--- src/hw/rtl/coc_pkg.sv ---
// Package for the CIDR overlap checker: types, codes and fixed constants.
`timescale 1ns / 1ps

package coc_pkg;

	// Maximum number of results reported for one check
	localparam int unsigned RESULT_CAP = 16;
	localparam int unsigned RESULT_CW  = $clog2(RESULT_CAP + 1);

	// Address and prefix widths
	localparam int unsigned ADDR_HALF_W = 64;
	localparam int unsigned V4_W        = 32;
	localparam int unsigned V6_W        = 128;
	localparam int unsigned PREFIX_W    = 8;

	typedef enum logic [1:0] {
		ACT_CLEAR = 2'd0,
		ACT_ADD   = 2'd1,
		ACT_CHECK = 2'd2,
		ACT_NONE  = 2'd3
	} action_t;

	typedef enum logic [1:0] {
		S_IDLE,
		S_READ,
		S_COMPARE,
		S_FINISH
	} state_t;

	// One input transaction
	typedef struct packed {
		action_t                  action;
		logic                     is_v6;
		logic [ADDR_HALF_W-1:0]   address_high;
		logic [ADDR_HALF_W-1:0]   address_low;
		logic [PREFIX_W-1:0]      prefix_len;
		logic                     tag;
	} req_t;

	// One result transaction
	typedef struct packed {
		logic       matched;
		logic [3:0] entry_index;
		logic       entry_tag;
		logic       status;
		logic       last;
	} rsp_t;

	// One stored protected prefix
	typedef struct packed {
		logic                     family;
		logic [ADDR_HALF_W-1:0]   addr_high;
		logic [ADDR_HALF_W-1:0]   addr_low;
		logic [PREFIX_W-1:0]      prefix;
		logic                     source;
	} entry_t;

endpackage

--- src/hw/rtl/coc_prefix_match.sv ---
// Shared prefix compare unit: tests one stored entry against the route prefix.
`timescale 1ns / 1ps

module coc_prefix_match import coc_pkg::*; (
	input  entry_t                 entry,
	input  logic                   is_v6,
	input  logic [ADDR_HALF_W-1:0] address_high,
	input  logic [ADDR_HALF_W-1:0] address_low,
	input  logic [PREFIX_W-1:0]    prefix_len,
	output logic                   hit
);

	logic [PREFIX_W-1:0] eff_len;
	logic [PREFIX_W-1:0] v6_len;
	logic [V4_W-1:0]     mask_v4;
	logic [V6_W-1:0]     mask_v6;
	logic [V6_W-1:0]     diff_v6;
	logic [V4_W-1:0]     diff_v4;

	// Take the shorter prefix of the two
	assign eff_len = (prefix_len < entry.prefix) ? prefix_len : entry.prefix;

	// IPv4 mask: a length of 32 or more keeps every bit
	always_comb begin
		if (eff_len >= PREFIX_W'(V4_W)) begin
			mask_v4 = '1;
		end else begin
			mask_v4 = ~({V4_W{1'b1}} >> eff_len[4:0]);
		end
	end

	// IPv6 mask: saturate the length at 128
	assign v6_len  = (eff_len > PREFIX_W'(V6_W)) ? PREFIX_W'(V6_W) : eff_len;
	assign mask_v6 = ~({V6_W{1'b1}} >> v6_len);

	assign diff_v6 = {entry.addr_high, entry.addr_low} ^ {address_high, address_low};
	assign diff_v4 = entry.addr_low[V4_W-1:0] ^ address_low[V4_W-1:0];

	// Overlap only within the same family
	always_comb begin
		if (entry.family != is_v6) begin
			hit = 1'b0;
		end else if (is_v6) begin
			hit = ((diff_v6 & mask_v6) == '0);
		end else begin
			hit = ((diff_v4 & mask_v4) == '0);
		end
	end

endmodule

--- src/hw/rtl/cidr_overlap_checker_unit.sv ---
// Top level of the CIDR overlap checker: entry table, scan sequencer, result register.
// Clear and add: the result is registered in FINISH once the output is free, and
// ready returns as it turns valid. Check: each entry is read, then compared, then
// finish; a result waiting on the output stalls the scan. At most one item in flight.
// Reset: table count zero, sequencer idle, no result valid; stored entries stay
// undefined until written, and no clearing pass runs.
`timescale 1ns / 1ps

module cidr_overlap_checker_unit import coc_pkg::*; #(
	parameter int unsigned MAX_ENTRIES = 16
) (
	input  logic clk,
	input  logic arst_n,
	input  logic req_valid,
	output logic req_ready,
	input  req_t req,
	output logic rsp_valid,
	input  logic rsp_ready,
	output rsp_t rsp
);

	localparam int unsigned IW = (MAX_ENTRIES > 1) ? $clog2(MAX_ENTRIES) : 1;
	localparam int unsigned CW = $clog2(MAX_ENTRIES + 1);
	localparam int unsigned XW = (IW > 4) ? IW : 4;

	state_t state_q, state_d;

	logic [CW-1:0]          count_q;
	logic [IW-1:0]          idx_q;
	logic [RESULT_CW-1:0]   n_q;
	logic                   pend_valid_q;
	logic [IW-1:0]          pend_idx_q;
	logic                   pend_tag_q;
	logic                   status_q;
	logic                   rsp_valid_q;
	rsp_t                   rsp_q;

	logic                   req_v6_q;
	logic [ADDR_HALF_W-1:0] req_high_q;
	logic [ADDR_HALF_W-1:0] req_low_q;
	logic [PREFIX_W-1:0]    req_plen_q;

	entry_t                 mem_q [MAX_ENTRIES];
	entry_t                 rd_data_q;
	entry_t                 wr_entry;

	logic                   accept;
	logic                   full;
	logic                   out_free;
	logic                   hit;
	logic                   stall;
	logic                   emit_mid;
	logic                   emit_fin;
	logic                   rd_en;
	logic                   wr_en;
	logic                   last_entry;
	logic                   cap_reached;
	logic [CW-1:0]          idx_next;
	logic [ADDR_HALF_W-1:0] in_high;
	logic [ADDR_HALF_W-1:0] in_low;
	logic [XW-1:0]          pend_wide;

	assign accept   = req_valid && req_ready;
	assign full     = (count_q == CW'(MAX_ENTRIES));
	assign out_free = !rsp_valid_q || rsp_ready;
	assign idx_next = CW'(idx_q) + CW'(1);
	assign wr_en    = accept && (req.action == ACT_ADD) && !full;

	// Drop the unused address bits of an IPv4 transaction
	assign in_high = req.is_v6 ? req.address_high : '0;
	assign in_low  = req.is_v6 ? req.address_low
	                           : {{(ADDR_HALF_W-V4_W){1'b0}}, req.address_low[V4_W-1:0]};

	always_comb begin
		wr_entry.family    = req.is_v6;
		wr_entry.addr_high = in_high;
		wr_entry.addr_low  = in_low;
		wr_entry.prefix    = req.prefix_len;
		wr_entry.source    = req.tag;
	end

	// Compare the entry just read against the held route prefix
	coc_prefix_match u_match (
		.entry        (rd_data_q),
		.is_v6        (req_v6_q),
		.address_high (req_high_q),
		.address_low  (req_low_q),
		.prefix_len   (req_plen_q),
		.hit          (hit)
	);

	assign last_entry  = (idx_next >= count_q);
	assign cap_reached = hit && (n_q == RESULT_CW'(RESULT_CAP - 1));

	// Next state
	always_comb begin
		state_d = state_q;
		case (state_q)
			S_IDLE: begin
				if (accept) begin
					case (req.action)
						ACT_CLEAR, ACT_ADD: state_d = S_FINISH;
						ACT_CHECK: state_d = (count_q == '0) ? S_FINISH : S_READ;
						default: state_d = S_IDLE;
					endcase
				end
			end
			S_READ: state_d = S_COMPARE;
			S_COMPARE: begin
				if (!stall) begin
					state_d = (last_entry || cap_reached) ? S_FINISH : S_READ;
				end
			end
			S_FINISH: begin
				if (out_free) begin
					state_d = S_IDLE;
				end
			end
			default: state_d = S_IDLE;
		endcase
	end

	// Sequencer outputs
	always_comb begin
		req_ready = 1'b0;
		rd_en     = 1'b0;
		stall     = 1'b0;
		emit_mid  = 1'b0;
		emit_fin  = 1'b0;
		case (state_q)
			S_IDLE:    req_ready = 1'b1;
			S_READ:    rd_en = 1'b1;
			S_COMPARE: begin
				stall    = hit && pend_valid_q && !out_free;
				emit_mid = hit && pend_valid_q && out_free;
			end
			S_FINISH:  emit_fin = out_free;
			default: begin
				req_ready = 1'b0;
			end
		endcase
	end

	// Entry table: one write port, one registered read port
	always_ff @(posedge clk) begin
		if (wr_en) begin
			mem_q[count_q[IW-1:0]] <= wr_entry;
		end
		if (rd_en) begin
			rd_data_q <= mem_q[idx_q];
		end
	end

	// Hold the route prefix of a check
	always_ff @(posedge clk) begin
		if (accept) begin
			req_v6_q   <= req.is_v6;
			req_high_q <= in_high;
			req_low_q  <= in_low;
			req_plen_q <= req.prefix_len;
		end
	end

	// Sequencer state, table count, scan position and pending match
	always_ff @(posedge clk or negedge arst_n) begin
		if (!arst_n) begin
			state_q      <= S_IDLE;
			count_q      <= '0;
			idx_q        <= '0;
			n_q          <= '0;
			pend_valid_q <= 1'b0;
			pend_idx_q   <= '0;
			pend_tag_q   <= 1'b0;
			status_q     <= 1'b0;
		end else begin
			state_q <= state_d;
			if (accept) begin
				idx_q        <= '0;
				n_q          <= '0;
				pend_valid_q <= 1'b0;
				status_q     <= (req.action == ACT_ADD) && full;
				if (req.action == ACT_CLEAR) begin
					count_q <= '0;
				end else if (wr_en) begin
					count_q <= count_q + CW'(1);
				end
			end else if (state_q == S_COMPARE && !stall) begin
				idx_q <= idx_q + IW'(1);
				if (hit) begin
					pend_valid_q <= 1'b1;
					pend_idx_q   <= idx_q;
					pend_tag_q   <= rd_data_q.source;
					n_q          <= n_q + RESULT_CW'(1);
				end
			end
		end
	end

	assign pend_wide = XW'(pend_idx_q);

	// Result register: release the older match mid-scan, the final one at the end
	always_ff @(posedge clk or negedge arst_n) begin
		if (!arst_n) begin
			rsp_valid_q <= 1'b0;
			rsp_q       <= '0;
		end else begin
			if (emit_mid) begin
				rsp_valid_q       <= 1'b1;
				rsp_q.matched     <= 1'b1;
				rsp_q.entry_index <= pend_wide[3:0];
				rsp_q.entry_tag   <= pend_tag_q;
				rsp_q.status      <= 1'b0;
				rsp_q.last        <= 1'b0;
			end else if (emit_fin) begin
				rsp_valid_q       <= 1'b1;
				rsp_q.matched     <= pend_valid_q;
				rsp_q.entry_index <= pend_valid_q ? pend_wide[3:0] : 4'd0;
				rsp_q.entry_tag   <= pend_valid_q && pend_tag_q;
				rsp_q.status      <= status_q;
				rsp_q.last        <= 1'b1;
			end else if (rsp_ready) begin
				rsp_valid_q <= 1'b0;
			end
		end
	end

	assign rsp_valid = rsp_valid_q;
	assign rsp       = rsp_q;

endmodule
--- config.mk ---
export PLATFORM = sky130hd
export DESIGN_NAME = cidr_overlap_checker_unit
export DESIGN_NICKNAME = d
export VERILOG_FILES = /design/src/hw/rtl/coc_pkg.sv /design/src/hw/rtl/coc_prefix_match.sv /design/src/hw/rtl/cidr_overlap_checker_unit.sv
export SDC_FILE = /design/constraint.sdc
export NUM_CORES = 2
export LEC_CHECK = 0
export BUFFER_PORTS_ARGS = -buffer_cell sky130_fd_sc_hd__buf_2
export CORE_ASPECT_RATIO = 1.5
export CORE_MARGIN = 2
export CORE_UTILIZATION = 45
export CTS_BUF_LIST = sky130_fd_sc_hd__clkbuf_4 sky130_fd_sc_hd__clkbuf_8 sky130_fd_sc_hd__clkbuf_16
export CTS_CLUSTER_DIAMETER = 120
export DETAILED_ROUTE_END_ITERATION = 16
export MAX_ROUTING_LAYER = met4
export PLACE_DENSITY = 0.69
export RECOVER_POWER = 25
export SLEW_MARGIN = 0
export SYNTH_ARGS = -nofsm -noshare
export SYNTH_HDL_FRONTEND = slang
export SYNTH_HIERARCHICAL = 1
export SYNTH_SLANG_ARGS = --single-unit
--- constraint.sdc ---
create_clock -name clk -period 26.1 [get_ports clk]
set_input_delay 5.22 -clock clk [delete_from_list [all_inputs] [get_ports clk]]
set_output_delay 5.22 -clock clk [all_outputs]
set_load 0.005 [all_outputs]
==> out/metrics.yaml <==
synthesis:
  async_reset_ff_share_pct: 1.272
  synthesis.nets: 4912
  synth_area_um2: 98180
  yosysWarnings: 6
  ys_seq_elements: 2515
  synthCells: 4749
  yosysSeqAreaShare_pct: 76.76
  yosys.area.top_type_share_pct: 75.94
  yosysUniqueCellTypes: 85
  synth_flop_cell: "edfxtp_1"
  synth_edf_count: 2483
  yosysTopAreaCell: "edfxtp_1"
  syn_avg_cell_area_um2: 20.67
  synth.area.top_cells: "edfxtp_1 (76%), mux4_2 (13%), a22oi_1 (2.1%), nand2_1 (0.85%), dfrtp_1 (0.82%)"
outcome:
  status: "finished, violations left"
  violations: "max-capacitance violations, max-slew violations"
routing:
  vias: 49130
  ant_nets: 0
  drc_errors: 0
  drt_iter0_drc: 5462
  viasPerCell: 6.139
  drt_wl_total_mm: 256.7
  firstDrtPassIters: 6
  wl_per_cell_um: 32.08
clock_network:
  clockRootBuffer: "clkbuf_16"
  numClockSinks: 2515
  path_clk_slew_ns: 0.06
  cts_setup_buffers: 0
  cts_hold_buffers: 0
  clkLatencyLatePin_ns: 0.87
  clock_path_buffers: 4
  post_cts_resized: 0
  ctsHtreeMaxLevel: 4
  cts_tree: "built"
  cts_inserted_buffers: 216
setup_path:
  cp_common_cell: "clkbuf_1"
  slowest_stage: "clkbuf_1"
  path_delay_family: "buffers and inverters"
  worstPathMaxFanout: 92
  arrival_ns: 10.62
  reg2reg_depth: 3
  worstSetupPathType: "reg -> reg"
  cp.required_ns: 26.45
  reg2reg_from: "state_q[0]"
  worst_r2r_endpoint: "rd_data_q[58]"
  path_cells: "nor2b_1 > clkbuf_1 > clkbuf_1"
  end_kind: "flip-flop"
  path_buf_inv: 2
  max_stage_delay_ns: 5.79
  crit_path_start_kind: "flip-flop"
  rrSetupSlack_ns: 15.83
power:
  power.density_nw_per_um2: 99.55
  max-vdd-ir-drop_uv: 88.88
  power.leakage_uw: 0.03411
flow_run:
  cap_violations: 9
timing:
  setup_viol: 0
  maxSlewViolCount: 404
  worst_pin_slew_ns: 8.364
  fin_crit_sh_pct: 39.36
  fin_crit_ns: 10.27
  hold_viol_final: 0
  rsz0062_at_grt: "no"
  fmax_ghz: 0.09735
  finClkSkew_ns: 0.05280
  setup-tns-final_ns: 0
  relSlewSlack_pct: -457.6
worst_hold_path:
  min_path_type: "reg -> reg"
  hold_depth: 2
  holdPathEnd: "rsp[5]"
  hp-start: "rsp[5]"
cells_and_area:
  n_fill_cell: 17080
  regArea_um2: 75370
  final_common_cell: "edfxtp_1"
  drive_gt1_share_pct: 22.80
  final_nets: 5123
  layout_common_cells: "edfxtp_1 (2483), mux4_2 (552), a22oi_1 (279), nand2_1 (222), clkbuf_16 (218)"
  multi_input_area_um2: 21670
  final_cell_area_um2: 109400
  area_growth_syn_to_layout_pct: 11.45
die:
  dieArea_um2: 222000
  num_io_pins: 154
  start_util_pct: 45.13
  placementRows: 210
  die_x_um: 385.4
  die_height_um: 576.1
  core_um2: 217600
place:
  gp_congestion: 1.018
  io_buffers: 153
  place_area_um2: 102500
  dpl.hpwl_mm: 141.5
global_route:
  grt_overflow: 0
  antenna_found_initial: 17
  grt_max_degree: 163
  grt_usage_pct: 23.82
  grt_pass1_vias: 50430
  grt_pass1_wl_mm: 368.1
[layer usage]
metal / part of all wire, % / vias up / wire length (um) / GRT usage, %
met5: 0 / - / 0 / -
met4: 4.0 / 0 / 10330 / 8.779
met3: 6.5 / 492 / 16660 / 3.206
met2: 50 / 2060 / 128500 / 38.38
met1: 39 / 26410 / 101200 / 31.12
li1: - / 20170 / - / -
[how the worst max path moves through the flow]
stage	startpoint	end	slack (ns)	depth (start not counted)
global route	state_q[0]	rd_data_q[58]	15.54	3
floorplan	req_valid	mem_q[2][0]	9.92	4
detailed placement	req_valid	mem_q[10][56]	16.49	8
finish	state_q[0]	rd_data_q[58]	15.83	3
CTS	req_valid	mem_q[10][56]	17.34	8
global placement	req_valid	mem_q[10][47]	16.54	8
[sequential cells by signal, summed over array words and instances (netlist names)]
signal and flops:
req_high_q 64, n_q 5, mem_q 2208, req_plen_q 8, req_v6_q 1, pend_valid_q 1
idx_q 4, rsp_valid 1, pend_tag_q 1, rd_data_q 138, state_q 2, status_q 1
rsp 8, pend_idx_q 4, count_q 5, req_low_q 64
[stage by stage]
step / instances / worst slack (ns) / hold WS [ns] / util, % / total power [uW]
2_1_floorplan: 4749 / 9.924 / 0.4441 / - / 6797
3_3_place_gp: 7604 / 16.54 / 0.4580 / 47.11 / 7754
5_1_grt: 7998 / 15.54 / 0.5016 / 50.30 / 11250
6_report: 8002 / 15.83 / 0.4730 / 50.30 / 10890
4_1_cts: 7990 / 17.34 / 0.4804 / 50.34 / 10940
3_5_place_dp: 7604 / 16.49 / 0.4660 / 47.11 / 7750
[worst reg2reg max path: cells and delay by family, from the launching register on]
family | cells | cell delay [ns]
buffers and inverters | 2 | 9.01
AND/OR/NAND/NOR | 1 | 0.21
flip-flops | 1 | 0.50
[kinds of logic (layout without fill, tap and decap cells)]
kind of cell / count (synthesis) / in the layout / synth area share, %
compound gates: 561 / 561 / 4.115
xor+xnor: 137 / 137 / 1.222
fa+ha+maj: 19 / 19 / 0.2421
buf+inv: 288 / 667 / 1.305
flops: 2515 / 2515 / 76.76
mux: 604 / 604 / 13.22
other cells: 0 / 12 / 0
simple gates: 625 / 625 / 3.143
[power breakdown]
part	switching [uW]	internal, uW
clock	1410	1800
combinational	1730	1110
sequential	130	4710
total	3270	7630
[layout make-up]
cell class,instances,share of cell area (%)
sequential,2515,68.87
multi-input combinational,1946,19.80
tap,2862,3.272
timing repair buffer,261,1.539
antenna,12,0.02744
clock buffer,258,5.259
clock inverter,128,1.154
inverter,20,0.07318
[synth_stat cells, drive strengths merged, types with 8 or more instances]
cell / number
a211oi: 22
xor2: 55
clkbuf: 138
a311oi: 15
nand2b: 14
o311a: 8
nor2: 99
a21oi: 60
nand3: 45
buf: 130
nor3: 49
nand2: 222
inv: 19
o211ai: 23
dfrtp: 32
or3: 18
o22ai: 13
o21ai: 64
ha: 19
nor2b: 13
a22oi: 279
and3: 11
mux4: 552
nand4: 15
edfxtp: 2483
mux2i: 35
nor4: 19
o31ai: 11
xnor2: 82
mux2: 17
and2: 100
Note: power is estimated with default switching activity, not from simulation.
